--- src/design/frame_difference_mean_mask_unit_defines.svh ---
// Assertion macros shared by the frame difference mask unit.
// Each macro expects clk and rst_n in the using scope.
`ifndef FRAME_DIFFERENCE_MEAN_MASK_UNIT_DEFINES_SVH
`define FRAME_DIFFERENCE_MEAN_MASK_UNIT_DEFINES_SVH

// Same-cycle implication
`define FDMM_ASSERT_NOW(label, ante, cons, msg) \
    label: assert property (@(posedge clk) disable iff (!rst_n) (ante) |-> (cons)) \
        else $error(msg);

// Next-cycle implication
`define FDMM_ASSERT_NEXT(label, ante, cons, msg) \
    label: assert property (@(posedge clk) disable iff (!rst_n) (ante) |=> (cons)) \
        else $error(msg);

`endif

--- src/design/fdmm_pkg.sv ---
`timescale 1ns / 1ps

package fdmm_pkg;

    // Field widths
    localparam int OP_W       = 2;
    localparam int COORD_W    = 9;
    localparam int CHROMA_W   = 8;
    localparam int DIM_W      = 10;
    localparam int THR_W      = 13;
    localparam int THR_SQ_W   = 2 * THR_W;
    localparam int SUM_W      = 33;
    localparam int DIST_W     = 17;
    localparam int STATUS_W   = 2;
    localparam int CFG_IDX_W  = 2;
    localparam int CFG_DATA_W = 13;

    // Reset values of the size registers
    localparam logic [DIM_W-1:0] DIM_RESET = DIM_W'(512);

    typedef enum logic [OP_W-1:0] {
        OP_ADD   = 2'd0,
        OP_QUERY = 2'd1,
        OP_CLEAR = 2'd2,
        OP_NOP   = 2'd3
    } opcode_t;

    typedef enum logic [STATUS_W-1:0] {
        ST_OK        = 2'd0,
        ST_NO_FRAMES = 2'd1,
        ST_BAD_COORD = 2'd2
    } status_t;

    typedef enum logic [CFG_IDX_W-1:0] {
        CFG_FRAME_WIDTH  = 2'd0,
        CFG_FRAME_HEIGHT = 2'd1,
        CFG_THRESHOLD    = 2'd2
    } cfg_index_t;

    // Configuration seen by the datapath
    typedef struct packed {
        logic [DIM_W-1:0]    frame_width;
        logic [DIM_W-1:0]    frame_height;
        logic [THR_SQ_W-1:0] thr_sq;
        logic                thr_changed;
    } cfg_t;

endpackage

--- src/design/fdmm_cfg.sv ---
`timescale 1ns / 1ps

module fdmm_cfg (
    input  logic                             clk,
    input  logic                             rst_n,
    input  logic                             cfg_valid,
    output logic                             cfg_ready,
    input  logic [fdmm_pkg::CFG_IDX_W-1:0]   cfg_index,
    input  logic [fdmm_pkg::CFG_DATA_W-1:0]  cfg_data,
    output fdmm_pkg::cfg_t                   cfg
);

    import fdmm_pkg::*;

    logic [DIM_W-1:0]    frame_width_reg;
    logic [DIM_W-1:0]    frame_width_next;
    logic [DIM_W-1:0]    frame_height_reg;
    logic [DIM_W-1:0]    frame_height_next;
    logic [THR_SQ_W-1:0] thr_sq_reg;
    logic [THR_SQ_W-1:0] thr_sq_next;
    logic                thr_changed_reg;
    logic                thr_changed_next;

    assign cfg_ready = 1'b1;

    // Register decode; threshold is kept squared
    always_comb
    begin
        frame_width_next  = frame_width_reg;
        frame_height_next = frame_height_reg;
        thr_sq_next       = thr_sq_reg;
        thr_changed_next  = 1'b0;
        if (cfg_valid)
        begin
            unique case (cfg_index)
                CFG_FRAME_WIDTH:  frame_width_next  = cfg_data[DIM_W-1:0];
                CFG_FRAME_HEIGHT: frame_height_next = cfg_data[DIM_W-1:0];
                CFG_THRESHOLD:
                begin
                    thr_sq_next      = THR_SQ_W'(cfg_data) * THR_SQ_W'(cfg_data);
                    thr_changed_next = 1'b1;
                end
                default: ;
            endcase
        end
    end

    always_ff @(posedge clk or negedge rst_n)
    begin
        if (!rst_n)
        begin
            frame_width_reg  <= DIM_RESET;
            frame_height_reg <= DIM_RESET;
            thr_sq_reg       <= '0;
            thr_changed_reg  <= 1'b0;
        end
        else
        begin
            frame_width_reg  <= frame_width_next;
            frame_height_reg <= frame_height_next;
            thr_sq_reg       <= thr_sq_next;
            thr_changed_reg  <= thr_changed_next;
        end
    end

    assign cfg.frame_width  = frame_width_reg;
    assign cfg.frame_height = frame_height_reg;
    assign cfg.thr_sq       = thr_sq_reg;
    assign cfg.thr_changed  = thr_changed_reg;

endmodule

--- config.mk ---
export PLATFORM = sky130hd
export DESIGN_NAME = fdmm_cfg
export DESIGN_NICKNAME = d
export VERILOG_FILES = /design/src/design/frame_difference_mean_mask_unit_defines.svh /design/src/design/fdmm_pkg.sv /design/src/design/fdmm_cfg.sv
export SDC_FILE = /design/constraint.sdc
export NUM_CORES = 1
export LEC_CHECK = 0
export ABC_AREA = 1
export BUFFER_PORTS_ARGS = -buffer_cell sky130_fd_sc_hd__buf_4
export CORE_ASPECT_RATIO = 1.1
export CORE_MARGIN = 4
export CORE_UTILIZATION = 40
export DETAILED_ROUTE_END_ITERATION = 8
export GPL_ROUTABILITY_DRIVEN = 0
export SETUP_SLACK_MARGIN = 0.15
export SLEW_MARGIN = 20
export SYNTH_ARGS = -nofsm -noshare
export SYNTH_HDL_FRONTEND = slang
export SYNTH_SLANG_ARGS = --single-unit
--- constraint.sdc ---
create_clock -name clk -period 0.95 [get_ports clk]
set_clock_uncertainty 0.1 [all_clocks]
set_input_delay 0.285 -clock clk [delete_from_list [all_inputs] [get_ports clk]]
set_output_delay 0.285 -clock clk [all_outputs]
set_load 0.05 [all_outputs]
==> results of run 1 <==
final cells by class:
| cell class | instances | area (um2) |
|---|---|---|
| multi-input cells | 586 | 5800 |
| well taps | 234 | 293 |
| inverters | 264 | 1010 |
| fillers | 1451 | 6420 |
| repair buffers | 203 | 2140 |
| clock buffers | 6 | 129 |
| flip-flops and latches | 46 | 1210 |
| clock inverters | 2 | 13.8 |
worst max-delay path, delay by kind of cell:
kind | cells | cell delay, ns
adder cells (fa/ha/maj) | 6 | 2.92
AND/OR/NAND/NOR | 8 | 0.57
buffers and inverters | 5 | 0.49
Yosys cell counts, drive strengths merged:
cell type / count
buf: 6
dfrtp: 44
nor2: 34
or2: 2
o21ai: 30
fa: 98
clkbuf: 18
dfstp: 2
nand4: 3
inv: 264
nand3: 31
nor3: 6
ha: 69
xnor2: 9
conb: 2
xor2: 6
nand3b: 6
o21bai: 2
a22o: 1
a21oi: 14
nand2: 273
cell families after synthesis:
family                     Yosys count  synth area share (%)
AOI/OAI and AO/OA                   47                  3.62
xor gates and xnor gates            15                  1.89
adders and majority gates          167                  40.7
buffers and inverters              288                  15.8
DFF                                 46                  16.6
other                                2                 0.108
and+or+nand+nor                    355                  21.2
through the flow:
| step | hold slack [ns] | util [%] | instances |
|---|---|---|---|
| 2_1_floorplan | -0.111 | - | 920 |
| 5_1_grt | -0.171 | 62.3 | 1341 |
| 3_5_place_dp | 0.149 | 52.2 | 1297 |
| 4_1_cts | -0.174 | 58.6 | 1323 |
| 6_report | -0.178 | 62.3 | 1341 |
| 3_3_place_gp | 0.148 | 52.2 | 1297 |
repair_timing:
action | in CTS | in global routing
hold endpoints to repair | 44 | 44
resized for setup | 200 | 117
setup endpoints to repair | 91 | 91
buffers inserted | 17 | 14
cloned | 1 | 4
pin swaps | 86 | 82
final timing paths:
path                                          from             endpoint  slack, ns  cells after the start
worst max-delay path                   cfg_data[9]       thr_sq_reg[17]      -3.24                     19
worst min-delay path                         rst_n        thr_sq_reg[6]      -0.18                      2
worst max register to register       thr_sq_reg[2]        thr_sq_reg[2]      -0.11                      3
worst min register to register  frame_width_reg[9]   frame_width_reg[9]       0.40                      2
max in group asynchronous                    rst_n   frame_width_reg[9]       0.69                      2
min in group clk                       cfg_data[3]  frame_height_reg[3]       0.23                      3
per-layer routing:
metal	vias to the layer above	track usage, %
li1	3031	-
met1	3034	22.8
met2	106	37.1
met3	36	2.10
met4	0	6.28
met5	-	0
==> results.py, run 1 <==
metrics = {
    "final_layout": {
        "final_common_cell": "inv_1",
        "final_nets": 1291,
        "largest_register_ffs": 25,
        "final_cell_mix": "inv_1, nand2_1, buf_4",
        "antenna_cells": 0,
        "drive_gt1_share_pct": 44.6,
        "design_area_um2": 10600,
        "syn_to_final_growth_pct": 52.7,
    },
    "detailed_routing": {
        "viasPerCell": 4.63,
        "routed.top_layer": "met4",
        "drt_iter0_drc": 219,
        "wirelength_mm": 18.9,
        "drc": 0,
        "firstDrtPassIters": 4,
        "met2_length_mm": 10.3,
        "dr_wl_met3_um": 722,
        "wirelength_met1_mm": 7.39,
        "antenna_left": 0,
        "wl_per_cell_um": 14.1,
        "via_count": 6207,
    },
    "flow_run": {
        "cap_violations": 0,
    },
    "synthesis": {
        "synth-seq-cells": 46,
        "yosysUniqueCellTypes": 30,
        "mappedNetlistArea_um2": 6940,
        "syn_nets": 1105,
        "syn_inst": 920,
        "syn_area_per_cell_um2": 7.54,
        "ys_seq_area_share_pct": 16.6,
        "synth_area_leaders": "fa_1, dfrtp_1, nand2_1",
        "ys_warn_count": 0,
        "synth_top_area_share_pct": 28.3,
        "synth_largest_area_cell": "fa_1",
    },
    "cts": {
        "clkTransAtPathRegs_ns": 0.07,
        "clkLatencyLatePin_ns": 0.29,
        "cts_tree": "done",
        "cts_root_buffer": "clkbuf_16",
        "ctsLongestPathBuffers": 2,
        "cts_sinks": 46,
        "htree_levels": 2,
        "cts_made_buffers": 5,
    },
    "global_routing": {
        "grt.total_usage_pct": 19.5,
        "grt_max_degree": 27,
        "antenna_found_initial": 0,
        "grt.overflow.total": 0,
        "grt_pass1_vias": 6669,
        "grt_pass1_wl_mm": 31.2,
    },
    "sta": {
        "fin_setup_tns_ns": -80.43,
        "hold_ws_ns": -0.178,
        "fmax_mhz": 239,
        "rsz0062_at_grt": "true",
        "timing.final.crit_share_pct": 441,
        "finalSetupViolCount": 82,
        "worst_slack_ns": -3.24,
        "maxSlewViolCount": 0,
        "hold_viol_final": 44,
        "layout_min_cycle_time_ns": 4.19,
    },
    "worst_setup_path": {
        "worstPathCellList": "buf_12 > nand2_4 > buf_6 > fa_1 > fa_1 > fa_1 > fa_1 > fa_1 > inv_2 > ha_4 > nand2_4 > nor2_4 > buf_4 > buf_4 > nand3_2 > nand2_1 > nand2_1 > nand3_1 > nand2_1",
        "required_ns": 1.04,
        "crit_path_start_kind": "primary input",
        "arrival_ns": 4.28,
        "worst_path_largest_cell_delay_ns": 0.58,
        "crit_type": "primary input to register",
        "endpoint_kind": "register",
        "crit_slowest_cell": "fa_1",
        "path_common_cell": "fa_1",
        "crit_fanout": 8,
    },
    "die": {
        "boundaryPins": 66,
        "die_h_um": 146,
        "die_w_um": 134,
        "dieArea_um2": 19500,
        "std_cell_rows": 50,
        "fp.coreArea_um2": 17000,
        "start_util_pct": 40.8,
    },
    "run_status": {
        "violations": "hold timing, setup timing",
        "status": "finished with violations",
    },
    "place": {
        "port_buffers": 63,
        "placement.cell_area_um2": 8880,
        "place_ws_ns": -3.70,
        "dp_hpwl_mm": 14.4,
    },
    "hold_path": {
        "hold_path.class": "primary input to asynchronous set/reset pin",
    },
}
Power of run 1 is not shown: default switching activity piles up to over one toggle a cycle in this logic, so the estimate is an artifact.
==> inputs of run 2 (changes only) <==
--- a/config.mk
+++ b/config.mk
@@ -5,7 +5,6 @@
 export SDC_FILE = /design/constraint.sdc
 export NUM_CORES = 1
 export LEC_CHECK = 0
-export ABC_AREA = 1
 export BUFFER_PORTS_ARGS = -buffer_cell sky130_fd_sc_hd__buf_4
 export CORE_ASPECT_RATIO = 1.1
 export CORE_MARGIN = 4
==> results.py, run 2 <==
metrics = {
    "run_status": {
        "status": "finished with violations",
        "violations": "hold timing, setup timing",
    },
    "worst_setup_path": {
        "crit_fanout": 8,
        "rrSetupSlack_ns": -0.06,
        "crit_path_start_kind": "primary input",
        "cp_top_family": "adder cells",
        "arrival_ns": 4.65,
        "reg2reg_from": "frame_width_reg[3]",
        "crit_buf_inv": 4,
        "r2r_end": "frame_width_reg[3]",
        "worst_path_largest_cell_delay_ns": 0.52,
        "crit_slowest_cell": "fa_1",
        "path_common_cell": "fa_1",
        "endpoint_kind": "register",
        "required_ns": 1.07,
        "crit_type": "primary input to register",
        "worstPathCellList": "buf_12 > and2_4 > fa_1 > fa_1 > fa_1 > inv_1 > fa_1 > fa_1 > inv_2 > ha_4 > nand4_1 > a31oi_4 > buf_6 > o2111ai_4 > a21o_1 > xor2_1 > o21ai_1",
        "reg2reg_depth": 2,
    },
    "global_routing": {
        "grt_pass1_wl_mm": 30.6,
        "grt_max_degree": 27,
        "grt_pass1_vias": 6554,
        "grt.total_usage_pct": 20.8,
        "antenna_found_initial": 0,
        "grt.overflow.total": 0,
    },
    "cts": {
        "cts_made_buffers": 5,
        "cts_tree": "done",
        "htree_levels": 2,
        "cts_sinks": 46,
        "cts_root_buffer": "clkbuf_16",
        "clkLatencyLatePin_ns": 0.29,
        "ctsLongestPathBuffers": 2,
        "clkTransAtPathRegs_ns": 0.07,
    },
    "die": {
        "start_util_pct": 41.3,
        "std_cell_rows": 48,
        "die_w_um": 130,
        "die_h_um": 142,
        "dieArea_um2": 18500,
        "fp.coreArea_um2": 15900,
        "boundaryPins": 66,
    },
    "power": {
        "pwr_density_cell_nw_per_um2": 3960,
        "p_leak_uw": 0.00518,
        "p_total_uw": 40900,
        "peakVddDrop_uv": 3150,
    },
    "sta": {
        "layout_min_cycle_time_ns": 4.53,
        "hold_ws_ns": -0.253,
        "rsz0062_at_grt": "true",
        "maxSlewViolCount": 0,
        "timing.final.crit_share_pct": 477,
        "fmax_mhz": 221,
        "worst_slack_ns": -3.58,
        "fin_setup_tns_ns": -87.48,
        "finalSetupViolCount": 91,
        "hold_viol_final": 20,
    },
    "synthesis": {
        "synth_top_area_share_pct": 30.0,
        "syn_nets": 907,
        "mappedNetlistArea_um2": 6540,
        "syn_area_per_cell_um2": 9.06,
        "synth_area_leaders": "fa_1, dfrtp_1, ha_1",
        "synth-seq-cells": 46,
        "synth-edff-count": 0,
        "syn_inst": 722,
        "yosysUniqueCellTypes": 50,
        "async_reset_ff_share_pct": 100,
        "synthTopCellsByCount": "inv_1, fa_1, nand2_1",
        "ys_dominant_reg_cell": "dfrtp_1",
        "synth_most_common_cell": "inv_1",
        "synth_largest_area_cell": "fa_1",
        "ys_seq_area_share_pct": 17.6,
        "ys_warn_count": 0,
    },
    "detailed_routing": {
        "wirelength_mm": 18.1,
        "drc": 0,
        "via_count": 5585,
        "wl_per_cell_um": 15.7,
        "firstDrtPassIters": 5,
        "drt_iter0_drc": 173,
        "antenna_left": 0,
        "viasPerCell": 4.86,
    },
    "place": {
        "dp_hpwl_mm": 13.4,
        "place_ws_ns": -4.15,
        "placement.cell_area_um2": 8670,
        "port_buffers": 63,
    },
    "final_layout": {
        "syn_to_final_growth_pct": 58.0,
        "design_area_um2": 10300,
        "final_nets": 1134,
        "largest_register_ffs": 25,
        "final_common_cell": "inv_1",
        "final_cell_mix": "inv_1, buf_4, fa_1",
        "drive_gt1_share_pct": 50.2,
        "antenna_cells": 0,
    },
    "flow_run": {
        "cap_violations": 0,
    },
    "hold_path": {
        "hold_path.class": "primary input to asynchronous set/reset pin",
    },
}
run 2: cell types whose count changed in the layout (fill, tap and decap cells not counted), sizes merged, moves of 7 or more:
cell	change
nand2	-177
inv	-79
buf	+43
nand3	-29
and2	+24
nor2	-18
mux2	+15
a21oi	+12
o21ai	+8
a21o	+7
xnor2	+7
run 2: per-stage QoR:
step                      std cells  utilization (%)
final                          1150             65.2
after detailed placement       1092             54.7
after global placement         1092             54.7
after CTS                      1137             63.2
after floorplan                 722                -
after global routing           1150             65.2
run 2: how the worst max path moves through the flow:
stage                 start        endpoint  slack, ns  cells after the start
3_3_place_gp    cfg_data[7]  thr_sq_reg[23]      -3.95                     19
3_5_place_dp    cfg_data[7]  thr_sq_reg[23]      -4.15                     19
5_1_grt         cfg_data[5]  thr_sq_reg[21]      -3.72                     18
4_1_cts         cfg_data[6]  thr_sq_reg[23]      -3.59                     16
6_report        cfg_data[6]  thr_sq_reg[21]      -3.58                     17
2_1_floorplan  cfg_data[10]  thr_sq_reg[22]      -3.67                     19
run 2: cell type report:
| class | instances | area (um2) |
|---|---|---|
| Clock inverter | 2 | 60.1 |
| Timing Repair Buffer | 246 | 2570 |
| Sequential cell | 46 | 1210 |
| Multi-Input combinational cell | 466 | 5400 |
| Tap cell | 200 | 250 |
| Inverter | 184 | 718 |
| Fill cell | 1268 | 5510 |
| Clock buffer | 6 | 139 |
run 2: logic make-up after synthesis:
kind of cell | count (synthesis) | synth area share, %
AOI/OAI and AO/OA | 93 | 9.08
xor gates and xnor gates | 28 | 3.75
adders and majority gates | 167 | 43.2
buffers and inverters | 210 | 12.5
DFF | 46 | 17.6
muxes | 16 | 2.73
other | 2 | 0.115
and+or+nand+nor | 160 | 11.1
run 2: worst register-to-register path: stages (launching register included):
cell     delay (ns)
dfrtp_2        0.41
buf_4          0.13
mux2_4         0.25
run 2: what timing repair did:
action,CTS,global route
setup endpoints to repair,91,92
cloned,8,1
pin swaps,98,61
resized for setup,190,53
hold endpoints to repair,14,12
buffers inserted,29,12
run 2: metal layers:
layer / track usage [%] / vias to the layer above / wire [um]
met1: 23.9 / 2819 / 6950
met3: 1.73 / 30 / 413
met4: 5.74 / 0 / 397
met5: 0 / - / 0
met2: 40.8 / 78 / 10300
li1: - / 2658 / -
run 2: power breakdown:
part	total, uW	switching (uW)	internal (uW)
Clock	2390	806	1580
Combinational	35400	17500	17900
Sequential	3140	479	2670
(Power assumes the default switching activity.)
==> inputs of run 3 (changes only) <==
--- a/config.mk
+++ b/config.mk
@@ -8,9 +8,10 @@
 export BUFFER_PORTS_ARGS = -buffer_cell sky130_fd_sc_hd__buf_4
 export CORE_ASPECT_RATIO = 1.1
 export CORE_MARGIN = 4
-export CORE_UTILIZATION = 40
+export CORE_UTILIZATION = 62
 export DETAILED_ROUTE_END_ITERATION = 8
 export GPL_ROUTABILITY_DRIVEN = 0
+export PLACE_DENSITY = 0.82
 export SETUP_SLACK_MARGIN = 0.15
 export SLEW_MARGIN = 20
 export SYNTH_ARGS = -nofsm -noshare
==> results.py, run 3 <==
metrics = {
    "synthesis": {
        "synth-edff-count": 0,
        "syn_inst": 722,
        "syn_area_per_cell_um2": 9.06,
        "synth_top_area_share_pct": 30.0,
        "synth-seq-cells": 46,
        "syn_nets": 907,
        "synthTopCellsByCount": "inv_1, fa_1, nand2_1",
        "ys_warn_count": 0,
        "ys_seq_area_share_pct": 17.6,
        "async_reset_ff_share_pct": 100,
        "yosysUniqueCellTypes": 50,
        "mappedNetlistArea_um2": 6540,
        "synth_area_leaders": "fa_1, dfrtp_1, ha_1",
        "ys_dominant_reg_cell": "dfrtp_1",
        "synth_most_common_cell": "inv_1",
        "synth_largest_area_cell": "fa_1",
    },
    "cts": {
        "ctsLongestPathBuffers": 2,
        "cts_root_buffer": "clkbuf_16",
        "cts_sinks": 46,
        "cts_made_buffers": 5,
        "htree_levels": 2,
    },
    "global_routing": {
        "grt.total_usage_pct": 95.0,
        "grt_max_degree": 30,
        "grt.overflow.total": 1126,
    },
    "sta": {
        "worst_endpoint": "thr_sq_reg[23]$_DFFE_PN0P_/D",
        "worstEpCategory": "sequential cell input",
    },
    "run_status": {
        "stop_stage": "global routing (5_1_grt)",
        "status": "stopped before the end",
        "error": "[ERROR GRT-0232] Routing congestion too high. Check the congestion heatmap in the GUI.",
    },
    "die": {
        "start_util_pct": 63.3,
        "boundaryPins": 66,
        "die_w_um": 106,
        "std_cell_rows": 39,
        "die_h_um": 116,
    },
    "place": {
        "place_ws_ns": -4.05,
        "dp_hpwl_mm": 14.5,
        "port_buffers": 63,
    },
}
-- run 3: routing by layer --
| layer | overflow | GRT usage, % |
|---|---|---|
| met2 | 879 | 134 |
| met3 | 10 | 64.2 |
| met1 | 10 | 82.3 |
| met4 | 227 | 111 |
| met5 | 0 | 13.9 |
-- run 3: timing repair --
action | CTS
cloned | 4
resized for setup | 188
pin swaps | 73
buffers inserted | 24
hold endpoints to repair | 44
setup endpoints to repair | 91
-- run 3: kinds of logic after synthesis --
kind of cell | Yosys count | synth area share [%]
other | 2 | 0.115
and+or+nand+nor | 160 | 11.1
buffers and inverters | 210 | 12.5
adders and majority gates | 167 | 43.2
xor gates and xnor gates | 28 | 3.75
DFF | 46 | 17.6
muxes | 16 | 2.73
AOI/OAI and AO/OA | 93 | 9.08
-- run 3: through the flow --
stage               instance area (um2)  setup TNS, ns  hold slack (ns)  std cells
global placement                   8590         -85.33           0.0141       1027
detailed placement                 8590         -88.16           0.0165       1027
CTS                                9750         -85.65           -0.304       1063
floorplan                          7270         -74.54           -0.111        722
==> inputs of run 4 (changes only) <==
--- a/config.mk
+++ b/config.mk
@@ -6,13 +6,11 @@
 export NUM_CORES = 1
 export LEC_CHECK = 0
 export BUFFER_PORTS_ARGS = -buffer_cell sky130_fd_sc_hd__buf_4
-export CORE_ASPECT_RATIO = 1.1
 export CORE_MARGIN = 4
-export CORE_UTILIZATION = 62
+export CORE_UTILIZATION = 40
 export DETAILED_ROUTE_END_ITERATION = 8
 export GPL_ROUTABILITY_DRIVEN = 0
-export PLACE_DENSITY = 0.82
-export SETUP_SLACK_MARGIN = 0.15
+export PLACE_DENSITY_LB_ADDON = 0.15
 export SLEW_MARGIN = 20
 export SYNTH_ARGS = -nofsm -noshare
 export SYNTH_HDL_FRONTEND = slang
==> results.py, run 4 (synthesized netlist as in run 2, its figures left out) <==
metrics = {
    "final_layout": {
        "final_cell_mix": "inv_1, buf_4, fa_1",
        "final_common_cell": "inv_1",
        "nFillCells": 1330,
        "final_nets": 1126,
        "drive_gt1_share_pct": 48.8,
        "final_cell_count_no_fill": 1158,
        "syn_to_final_growth_pct": 54.8,
        "design_area_um2": 10100,
        "antenna_cells": 0,
        "largest_register_ffs": 25,
    },
    "cts": {
        "cts_root_buffer": "clkbuf_16",
        "cts_sinks": 46,
        "htree_levels": 2,
        "ctsLongestPathBuffers": 2,
        "cts_tree": "done",
        "cts_made_buffers": 5,
        "clkTransAtPathRegs_ns": 0.07,
        "clkLatencyLatePin_ns": 0.31,
    },
    "detailed_routing": {
        "antenna_left": 0,
        "drc": 0,
        "drt_iter0_drc": 130,
        "wl_per_cell_um": 15.4,
        "via_count": 5536,
        "viasPerCell": 4.78,
        "wirelength_mm": 17.8,
        "firstDrtPassIters": 4,
    },
    "sta": {
        "worst_slack_ns": -3.70,
        "fmax_mhz": 215,
        "rsz0062_at_grt": "true",
        "hold_viol_final": 0,
        "layout_min_cycle_time_ns": 4.65,
        "maxSlewViolCount": 0,
        "finalSetupViolCount": 82,
        "timing.final.crit_share_pct": 490,
    },
    "die": {
        "dieArea_um2": 18500,
        "start_util_pct": 41.0,
        "die_h_um": 136,
        "die_w_um": 136,
        "fp.coreArea_um2": 15900,
        "std_cell_rows": 46,
        "boundaryPins": 66,
    },
    "worst_setup_path": {
        "crit_path_start_kind": "primary input",
        "crit_fanout": 5,
        "worst_path_largest_cell_delay_ns": 0.54,
        "crit_buf_inv": 8,
        "endpoint_kind": "register",
        "worstPathCellList": "buf_12 > buf_6 > nand2_4 > inv_2 > fa_1 > inv_2 > fa_1 > inv_2 > fa_1 > inv_1 > fa_1 > fa_1 > inv_2 > ha_4 > a21oi_1 > o21ai_2 > o41ai_4 > buf_4 > a21oi_2 > xnor2_1 > o21ai_1",
        "crit_slowest_cell": "fa_1",
        "arrival_ns": 4.74,
        "path_common_cell": "fa_1",
        "crit_type": "primary input to register",
        "cp_top_family": "adder cells",
        "required_ns": 1.04,
    },
    "global_routing": {
        "grt.total_usage_pct": 20.7,
        "grt_max_degree": 30,
        "grt_pass1_vias": 6381,
        "antenna_found_initial": 0,
        "grt_pass1_wl_mm": 30.2,
        "grt.overflow.total": 0,
    },
    "run_status": {
        "status": "finished with violations",
        "violations": "setup timing",
    },
    "power": {
        "peakVddDrop_uv": 3000,
        "p_leak_uw": 0.00508,
        "pwr_density_cell_nw_per_um2": 3830,
    },
    "place": {
        "port_buffers": 63,
        "placement.cell_area_um2": 8710,
        "dp_hpwl_mm": 13.8,
        "dp.cells": 1105,
    },
    "hold_path": {
        "hold_path.class": "primary input to register",
    },
    "flow_run": {
        "cap_violations": 0,
    },
}
==> run 4: layout make-up <==
cell class              instances  area [um2]  share of cell area (%)
clock buffers                   5         125                    1.24
inverters                     184         718                    7.09
flip-flops and latches         46        1210                    11.9
multi-input cells             466        5370                    53.0
repair buffers                238        2420                    23.9
clock inverters                 3        21.3                   0.210
well taps                     216         270                    2.67
==> run 4: worst register-to-register path, cell delays in order, from the launching register on <==
cell and delay (ns):
dfrtp_2 0.41, buf_4 0.13, mux2_4 0.26
==> run 4: final timing paths <==
check / startpoint / to / slack, ns / cells past startpoint
worst max-delay path: cfg_data[3] / thr_sq_reg[19] / -3.70 / 21
worst min-delay path: cfg_data[9] / frame_height_reg[9] / 0.25 / 4
worst max register to register: frame_width_reg[0] / frame_width_reg[0] / -0.07 / 2
worst min register to register: frame_height_reg[9] / frame_height_reg[9] / 0.38 / 2
max in group asynchronous: rst_n / frame_height_reg[9] / 0.15 / 3
min in group asynchronous: rst_n / thr_sq_reg[8] / 0.38 / 3
==> run 4: metrics by stage <==
| step | total power (uW) | hold WS (ns) | setup slack, ns | util [%] | TNS [ns] |
|---|---|---|---|---|---|
| after CTS | 37800 | 0.237 | -3.67 | 61.8 | -86.85 |
| after global routing | 42300 | 0.245 | -3.85 | 63.5 | -90.34 |
| after floorplan | 23000 | -0.111 | -3.67 | - | -74.52 |
| after detailed placement | 32000 | 0.148 | -4.01 | 54.6 | -87.17 |
| after global placement | 31800 | 0.140 | -3.96 | 54.6 | -86.12 |
| final | 38700 | 0.248 | -3.70 | 63.5 | -86.03 |
==> run 4: power breakdown <==
group / leakage (uW) / internal, uW / switching (uW) / total [uW]
Clock: 0.0000698 / 981 / 939 / 1920
Sequential: 0.000516 / 2660 / 452 / 3120
Combinational: 0.00450 / 16900 / 16800 / 33700
Total: 0.00508 / 20500 / 18200 / 38700
==> run 4: layer usage <==
metal,track usage (%),share of wire [%]
met5,0,0
met1,23.8,40
met2,40.3,56
met3,2.59,1.9
met4,4.82,2.0
==> run 4: repair_timing <==
| action | CTS | global route |
|---|---|---|
| buffers inserted | 33 | 10 |
| endpoints found under the hold margin | 44 | 0 |
| pin swaps | 99 | 64 |
| setup endpoints to repair | 80 | 84 |
| gates resized for setup | 173 | 48 |
| hold buffers | 1 | 0 |
| gates cloned | 4 | 0 |
